File: src/design/assert_macros.svh
// ----------------------------------------------------------------------------
// assert_macros.svh
// shared concurrent assertion macros for the quadrature counter core
// ----------------------------------------------------------------------------
`ifndef ASSERT_MACROS_SVH
`define ASSERT_MACROS_SVH

// same-cycle implication, sampled on the rising clock edge, off during reset
`define QCC_ASSERT_IMPLY(label, clk, rst, ante, cons) \
   label: assert property (@(posedge clk) disable iff (rst) (ante) |-> (cons)) \
      else $error("qcc assertion failed (same cycle)");

// next-cycle implication, sampled on the rising clock edge, off during reset
`define QCC_ASSERT_NEXT(label, clk, rst, ante, cons) \
   label: assert property (@(posedge clk) disable iff (rst) (ante) |=> (cons)) \
      else $error("qcc assertion failed (next cycle)");

`endif

File: src/design/qcc_pkg.sv
// ----------------------------------------------------------------------------
// qcc_pkg
// types and constants for the four channel x4 quadrature counter core
// ----------------------------------------------------------------------------
package qcc_pkg;

   localparam int NUM_CHANNELS = 4;
   localparam int COUNT_WIDTH  = 16;
   localparam int PAIR_WIDTH   = 2;
   localparam int SAMPLE_WIDTH = NUM_CHANNELS * PAIR_WIDTH;
   localparam int INDEX_WIDTH  = 2 * PAIR_WIDTH;

   typedef logic [PAIR_WIDTH-1:0]   pair_type;
   typedef logic [COUNT_WIDTH-1:0]  count_type;
   typedef logic [SAMPLE_WIDTH-1:0] sample_type;
   typedef logic [INDEX_WIDTH-1:0]  index_type;

   typedef enum logic [1:0] {
      STEP_HOLD,
      STEP_UP,
      STEP_DOWN,
      STEP_SLIP
   } step_type;

   // status of one channel lane towards the result register
   typedef struct packed {
      count_type count_next;
      logic      slip;
   } lane_status_type;

   // gray code step per index of new pair above previous pair
   localparam step_type STEP_TABLE [16] = '{
      STEP_HOLD, STEP_DOWN, STEP_UP,   STEP_SLIP,
      STEP_UP,   STEP_HOLD, STEP_SLIP, STEP_DOWN,
      STEP_DOWN, STEP_SLIP, STEP_HOLD, STEP_UP,
      STEP_SLIP, STEP_UP,   STEP_DOWN, STEP_HOLD
   };

endpackage

File: src/design/qcc_if.sv
// ----------------------------------------------------------------------------
// qcc_req_if / qcc_rsp_if
// valid/ready channels for pin samples and counter results
// ----------------------------------------------------------------------------
interface qcc_req_if import qcc_pkg::*; ();
   logic       valid;
   logic       ready;
   sample_type pin_sample;

   modport source (output valid, output pin_sample, input ready);
   modport sink (input valid, input pin_sample, output ready);
endinterface

interface qcc_rsp_if import qcc_pkg::*; ();
   logic      valid;
   logic      ready;
   count_type count_a;
   count_type count_b;
   count_type count_c;
   count_type count_d;
   logic      slip_seen;

   modport source (output valid, output count_a, output count_b, output count_c,
                   output count_d, output slip_seen, input ready);
   modport sink (input valid, input count_a, input count_b, input count_c,
                 input count_d, input slip_seen, output ready);
endinterface

File: src/design/quad_channel_quadrature_counter_core.sv
// ----------------------------------------------------------------------------
// quad_channel_quadrature_counter_core
// four channel x4 quadrature decoder with wrapping position counters
// ----------------------------------------------------------------------------
// Each request is one 8-bit sample of four A/B pin pairs, channel k on bits
// 2k+1:2k. The sample is registered, decoded against each channel's previous
// pair, and the four 16-bit counters plus the slip flag move on to a result
// register once it is free or read. One request is taken every clock while
// req.ready is high; the input register keeps accepting while a result
// waits, so a stalled sink costs at most one further sample before req.ready
// drops. A slip (both pins of a pair changed) holds that counter and sets
// slip_seen. After reset all counters and stored pairs are zero.
`include "assert_macros.svh"

module quad_channel_quadrature_counter_core import qcc_pkg::*; (
   input logic   clock,
   input logic   reset,
   qcc_req_if.sink   req,
   qcc_rsp_if.source rsp
);

   logic            in_valid_ff;
   sample_type      sample_ff;
   logic            out_valid_ff;
   count_type       counts_ff [NUM_CHANNELS];
   logic            slip_ff;
   logic            advance;
   logic            slip_any;
   logic            out_stall;
   logic            stage_held;
   lane_status_type lane_status [NUM_CHANNELS];

   assign advance = in_valid_ff && (!out_valid_ff || rsp.ready);
   assign req.ready = !in_valid_ff || advance;

   // input register
   always_ff @(posedge clock) begin
      if (reset) begin
         in_valid_ff <= 1'b0;
      end else if (req.ready) begin
         in_valid_ff <= req.valid;
      end
   end

   always_ff @(posedge clock) begin
      if (req.valid && req.ready) begin
         sample_ff <= req.pin_sample;
      end
   end

   for (genvar ch = 0; ch < NUM_CHANNELS; ch++) begin : g_lane
      qcc_lane u_lane (
         .clock   (clock),
         .reset   (reset),
         .advance (advance),
         .pair    (sample_ff[ch*PAIR_WIDTH +: PAIR_WIDTH]),
         .status  (lane_status[ch])
      );
   end

   always_comb begin
      slip_any = 1'b0;
      for (int ch = 0; ch < NUM_CHANNELS; ch++) begin
         slip_any = slip_any | lane_status[ch].slip;
      end
   end

   // result register
   always_ff @(posedge clock) begin
      if (reset) begin
         out_valid_ff <= 1'b0;
      end else if (advance) begin
         out_valid_ff <= 1'b1;
      end else if (rsp.ready) begin
         out_valid_ff <= 1'b0;
      end
   end

   always_ff @(posedge clock) begin
      if (advance) begin
         for (int ch = 0; ch < NUM_CHANNELS; ch++) begin
            counts_ff[ch] <= lane_status[ch].count_next;
         end
         slip_ff <= slip_any;
      end
   end

   assign rsp.valid     = out_valid_ff;
   assign rsp.count_a   = counts_ff[0];
   assign rsp.count_b   = counts_ff[1];
   assign rsp.count_c   = counts_ff[2];
   assign rsp.count_d   = counts_ff[3];
   assign rsp.slip_seen = slip_ff;

   // assertions
   assign out_stall  = out_valid_ff && !rsp.ready;
   assign stage_held = in_valid_ff && out_stall;

   `QCC_ASSERT_NEXT(a_stage_held, clock, reset, stage_held, in_valid_ff && $stable(sample_ff))
   `QCC_ASSERT_NEXT(a_result_follows, clock, reset, advance, out_valid_ff)
   `QCC_ASSERT_NEXT(a_result_drains, clock, reset, out_valid_ff && rsp.ready && !advance, !out_valid_ff)
   `QCC_ASSERT_IMPLY(a_no_overwrite, clock, reset, out_stall, !advance)

endmodule

File: src/design/qcc_lane.sv
// ----------------------------------------------------------------------------
// qcc_lane
// one encoder channel: previous pair, step decode and wrapping counter
// ----------------------------------------------------------------------------
module qcc_lane import qcc_pkg::*; (
   input  logic            clock,
   input  logic            reset,
   input  logic            advance,
   input  pair_type        pair,
   output lane_status_type status
);

   pair_type  prev_ff;
   pair_type  prev_in;
   count_type count_ff;
   count_type count_in;
   index_type index;
   step_type  step;

   always_comb begin
      index = {pair, prev_ff};
      step  = STEP_TABLE[index];
      case (step)
         STEP_UP:   count_in = count_ff + count_type'(1);
         STEP_DOWN: count_in = count_ff - count_type'(1);
         default:   count_in = count_ff;
      endcase
      prev_in           = pair;
      status.count_next = count_in;
      status.slip       = (step == STEP_SLIP);
   end

   always_ff @(posedge clock) begin
      if (reset) begin
         prev_ff  <= '0;
         count_ff <= '0;
      end else if (advance) begin
         prev_ff  <= prev_in;
         count_ff <= count_in;
      end
   end

endmodule
File: src/flat_wrapper.sv
// flat-port wrapper written by rule: the top's interface ports become plain ports
module quad_channel_quadrature_counter_core_flat import qcc_pkg::*;
  (clock, reset, req_valid, req_pin_sample, req_ready, rsp_valid, rsp_count_a, rsp_count_b, rsp_count_c, rsp_count_d, rsp_slip_seen, rsp_ready);
  qcc_req_if req_i ();
  qcc_rsp_if rsp_i ();
  input logic clock;
  input logic reset;
  input wire logic [$bits(req_i.valid)-1:0] req_valid;
  input wire logic [$bits(req_i.pin_sample)-1:0] req_pin_sample;
  output wire logic [$bits(req_i.ready)-1:0] req_ready;
  output wire logic [$bits(rsp_i.valid)-1:0] rsp_valid;
  output wire logic [$bits(rsp_i.count_a)-1:0] rsp_count_a;
  output wire logic [$bits(rsp_i.count_b)-1:0] rsp_count_b;
  output wire logic [$bits(rsp_i.count_c)-1:0] rsp_count_c;
  output wire logic [$bits(rsp_i.count_d)-1:0] rsp_count_d;
  output wire logic [$bits(rsp_i.slip_seen)-1:0] rsp_slip_seen;
  input wire logic [$bits(rsp_i.ready)-1:0] rsp_ready;
  assign req_i.valid = req_valid;
  assign req_i.pin_sample = req_pin_sample;
  assign req_ready = req_i.ready;
  assign rsp_valid = rsp_i.valid;
  assign rsp_count_a = rsp_i.count_a;
  assign rsp_count_b = rsp_i.count_b;
  assign rsp_count_c = rsp_i.count_c;
  assign rsp_count_d = rsp_i.count_d;
  assign rsp_slip_seen = rsp_i.slip_seen;
  assign rsp_i.ready = rsp_ready;
  quad_channel_quadrature_counter_core u_core (.clock(clock), .reset(reset), .req(req_i), .rsp(rsp_i));
endmodule
File: config.mk
export PLATFORM = sky130hd
export DESIGN_NAME = quad_channel_quadrature_counter_core_flat
export DESIGN_NICKNAME = d
export VERILOG_FILES = /design/src/design/qcc_pkg.sv /design/src/design/qcc_if.sv /design/src/design/quad_channel_quadrature_counter_core.sv /design/src/design/qcc_lane.sv /design/src/flat_wrapper.sv
export VERILOG_INCLUDE_DIRS = /design/src /design/src/design
export SDC_FILE = /design/constraint.sdc
export NUM_CORES = 1
export LEC_CHECK = 0
export ABC_AREA = 0
export BUFFER_PORTS_ARGS = -buffer_cell sky130_fd_sc_hd__clkbuf_2
export CAP_MARGIN = 20
export CORE_MARGIN = 1
export CORE_UTILIZATION = 41
export CTS_CLUSTER_SIZE = 10
export DETAILED_ROUTE_END_ITERATION = 8
export PLACE_DENSITY = 0.58
export SETUP_SLACK_MARGIN = 0.15
export SLEW_MARGIN = 20
export SYNTH_ARGS = -nofsm -noshare
export SYNTH_HDL_FRONTEND = slang
export SYNTH_HIERARCHICAL = 1
export SYNTH_SLANG_ARGS = --single-unit
File: constraint.sdc
create_clock -name clock -period 3.7 [get_ports clock]
set_input_delay 0.37 -clock clock [delete_from_list [all_inputs] [get_ports clock]]
set_output_delay 0.37 -clock clock [all_outputs]
set_load 0.005 [all_outputs]
==> run summary <==
Leak Pwr: 4.25 nW
Fin. Hold Viols: 0
DR vias: 8410
Worst setup EP type: register
initial antenna violation count: 0
Slew headroom: 38.6%
H-Tree Depth: 4
Initial Util: 41.8%
Netlist cell types: 74
input/output buffers: 78
compound-cell area share of the yosys netlist: 18.7%
Critical Path Fanout Max: 32
Filler cells: 2325
Int Pwr: 3.32 mW
final worst setup slack: 0.370 ns
clock buffer depth: 2
root buf cell: clkbuf_16
worst slew pin tran: 0.920 ns
Syn Inst Count: 1152
critical path arrival: 3.64 ns
total congestion overflow: 0
CTS tree: yes
clk_lat worst skew: 0.43 ns
dominant synthesized flop cell: dfxtp_1
Switching Share: 30.8%
Area contributors post-synth: edfxtp_1 22%, dfxtp_1 15%, xnor2_1 5.2%
RePlAce Congestion: 0.905
max-slew violation count: 0
most frequent cell after synthesis: nor2_1
Hold WS: 0.115 ns
Layout Skew: 0.00858 ns
Multi-input gate area: 0.00587 mm2
maximum VDD drop: 0.000258 V
worst path required time: 4.01 ns
Seq cells post-synth: 147
final WL: 23.6 mm
CP Cell Sequence: nand2_1 -> o21ai_0 -> o21ai_1 -> ha_2 -> buf_4 -> inv_1 -> o32a_4 -> nor3_2 -> or3b_1 -> a31oi_1 -> mux2_1
Area growth syn-to-layout: 10.2%
Synth area leader: edfxtp_1
Detailed Route Iter0 Violations: 547
Synthesis Warnings: 6
all-layer global routing usage: 19.1%
Gate power share: 23.1%
vias per std cell: 5.56
first-pass GRT wire length: 39.8 mm
Synth Net Count: 1180
fraction of registers with async set/reset: 0%
clock sinks: 147
share of cells above drive strength 1: 15.8%
mux contribution to synthesized area: 4.86%
RSZ-0062 raised after global routing: yes
period utilization: 90.0%
sequential element share of the synthesized area: 36.2%
Die W: 159 um
clock slew at reported path FFs: 0.06 ns
Site Rows: 57
n_diodes: 0
Post-Layout Cell Count: 1513
DP Cell Count: 1481
Synth Area in Simple Gates: 21.8%
min Tclk post-route: 3.33 ns
number of global-route vias before repair: 7817
Synth Area in XOR/XNOR: 10.0%
Avg Inst Size Synth: 8.81 um2
Reg power frac: 41.0%
top cell type's share of synthesized area: 21.6%
Critical Path Max Stage Delay: 0.43 ns
I/O pins: 79
Clk pwr share: 35.9%
status: complete, no violations
Post-synth EDFFs: 73
post-detail-place hpwl: 16.1 mm
P_sw: 1.48 mW
Nets: 1204
Post-Synth Adder-Cell Area: 1.97%
CP max-delay cell: edfxtp_1
core area: 0.0243 mm2
synthesized area: 0.0102 mm2
antenna-violating nets left: 0
Final TNS setup: 0 ns
largest family of logic cells by synthesized area: simple AND/OR/NAND/NOR gates
CP startpoint kind: register
list of most frequent post-synthesis cells: 132 x nor2_1, 76 x nand2_1, 74 x dfxtp_1
# DRC: 0
largest net degree at the start of global routing: 45
Sequential Area: 0.00367 mm2
Max-Cap Viols: 0
power density cells: 429 mW/mm2
Post-Place Setup Slack: 0.362 ns
Worst Hold Class: in2reg
Final Setup Violations: 0
WL per Instance: 15.6 um
Fmax: 0.300 GHz
die area: 0.0254 mm2
First-pass DRT Iterations: 6
Crit Path Class: reg2reg
Chip Height: 159 um
Crit path buffers/inverters: 2
Top delay family on crit path: compound AO/OA/AOI/OAI gates
TritonCTS buffer count: 17
## final cells by class
type	count	area share, %
clock inverter	11	1.16
sequential	147	32.8
inverter	28	0.939
timing repair buffer	99	5.01
tap	324	3.62
multi-input combinational	883	52.4
clock buffer	21	4.02
## power by group through the flow
stage          Clock [mW]  Combinational (mW)  Sequential [mW]
6_report             1.72                1.11             1.97
5_1_grt              1.83                1.25             1.99
4_1_cts              1.77                1.11             1.97
3_5_place_dp            0                1.10             2.00
3_3_place_gp            0                1.10             2.00
2_1_floorplan           0               0.904             1.94
## what timing repair did
action	CTS	global route
hold buffers	0	0
setup endpoints to repair	0	8
buffers inserted	0	0
gates resized for setup	0	5
## stage by stage
step	util, %	cell area (um2)	total power, mW
2_1_floorplan	-	10200	2.85
3_3_place_gp	43.5	10600	3.10
3_5_place_dp	43.5	10600	3.11
4_1_cts	45.9	11200	4.85
5_1_grt	46.0	11200	5.07
6_report	46.0	11200	4.80
## placed cells by master, fill, tap and decap left out, types with 8 or more instances in the layout
cell | synthesis | layout
o21a_1 | 10 | 10
a31oi_1 | 10 | 10
xnor2_1 | 60 | 60
edfxtp_1 | 73 | 73
o22ai_1 | 18 | 18
inv_1 | 28 | 28
nand2_1 | 76 | 76
dfxtp_1 | 74 | 74
a22oi_1 | 8 | 8
nor2_1 | 132 | 132
nor4_1 | 28 | 27
nor3b_1 | 8 | 8
a21oi_1 | 68 | 68
buf_4 | 0 | 20
nor3_1 | 28 | 28
and3b_1 | 8 | 8
nand2b_1 | 11 | 11
mux2_1 | 8 | 8
o21ai_0 | 72 | 69
nand3_1 | 12 | 12
nor2b_1 | 24 | 24
or3_1 | 32 | 32
a21o_1 | 10 | 10
clkbuf_2 | 0 | 77
xor2_1 | 56 | 56
clkbuf_16 | 0 | 17
mux2i_1 | 26 | 26
a32oi_1 | 10 | 10
ha_1 | 16 | 14
mux2_2 | 10 | 10
## state kept, by name, summed over array words and instances, names as in the netlist
signal	count
u_core/sample_ff	8
u_core/counts_ff	64
u_core/in_valid_ff	1
u_core/rsp.valid	1
u_core/g_lane.u_lane/prev_ff	8
u_core/g_lane.u_lane/count_ff	64
u_core/rsp.slip_seen	1
## per-layer routing
metal	vias up	wire length [um]	GRT usage (%)
met2	209	10800	30.3
met5	-	0	0
met3	34	967	2.97
met4	0	449	7.08
met1	3970	11500	26.2
li1	4197	-	-
## cell families (layout without fill, tap and decap cells)
group                      count (synthesis)  count (layout)
DFF                                      147             147
AOI/OAI and AO/OA                        286             286
and+or+nand+nor                          419             419
adders and majority gates                 16              16
muxes                                     46              46
xor gates and xnor gates                 116             116
buffers and inverters                    122             159
## final timing paths
path         cells past startpoint                              endpoint  slack (ns)           startpoint
max                             11  u_core/g_lane[1].u_lane/count_ff[15]        0.37  u_core/sample_ff[2]
min                              1                   u_core/sample_ff[0]        0.11    req_pin_sample[0]
max reg2reg                     11  u_core/g_lane[1].u_lane/count_ff[15]        0.37  u_core/sample_ff[2]
min reg2reg                      2                      u_core/rsp.valid        0.48   u_core/in_valid_ff
Note: power is estimated with default switching activity, not from simulation.
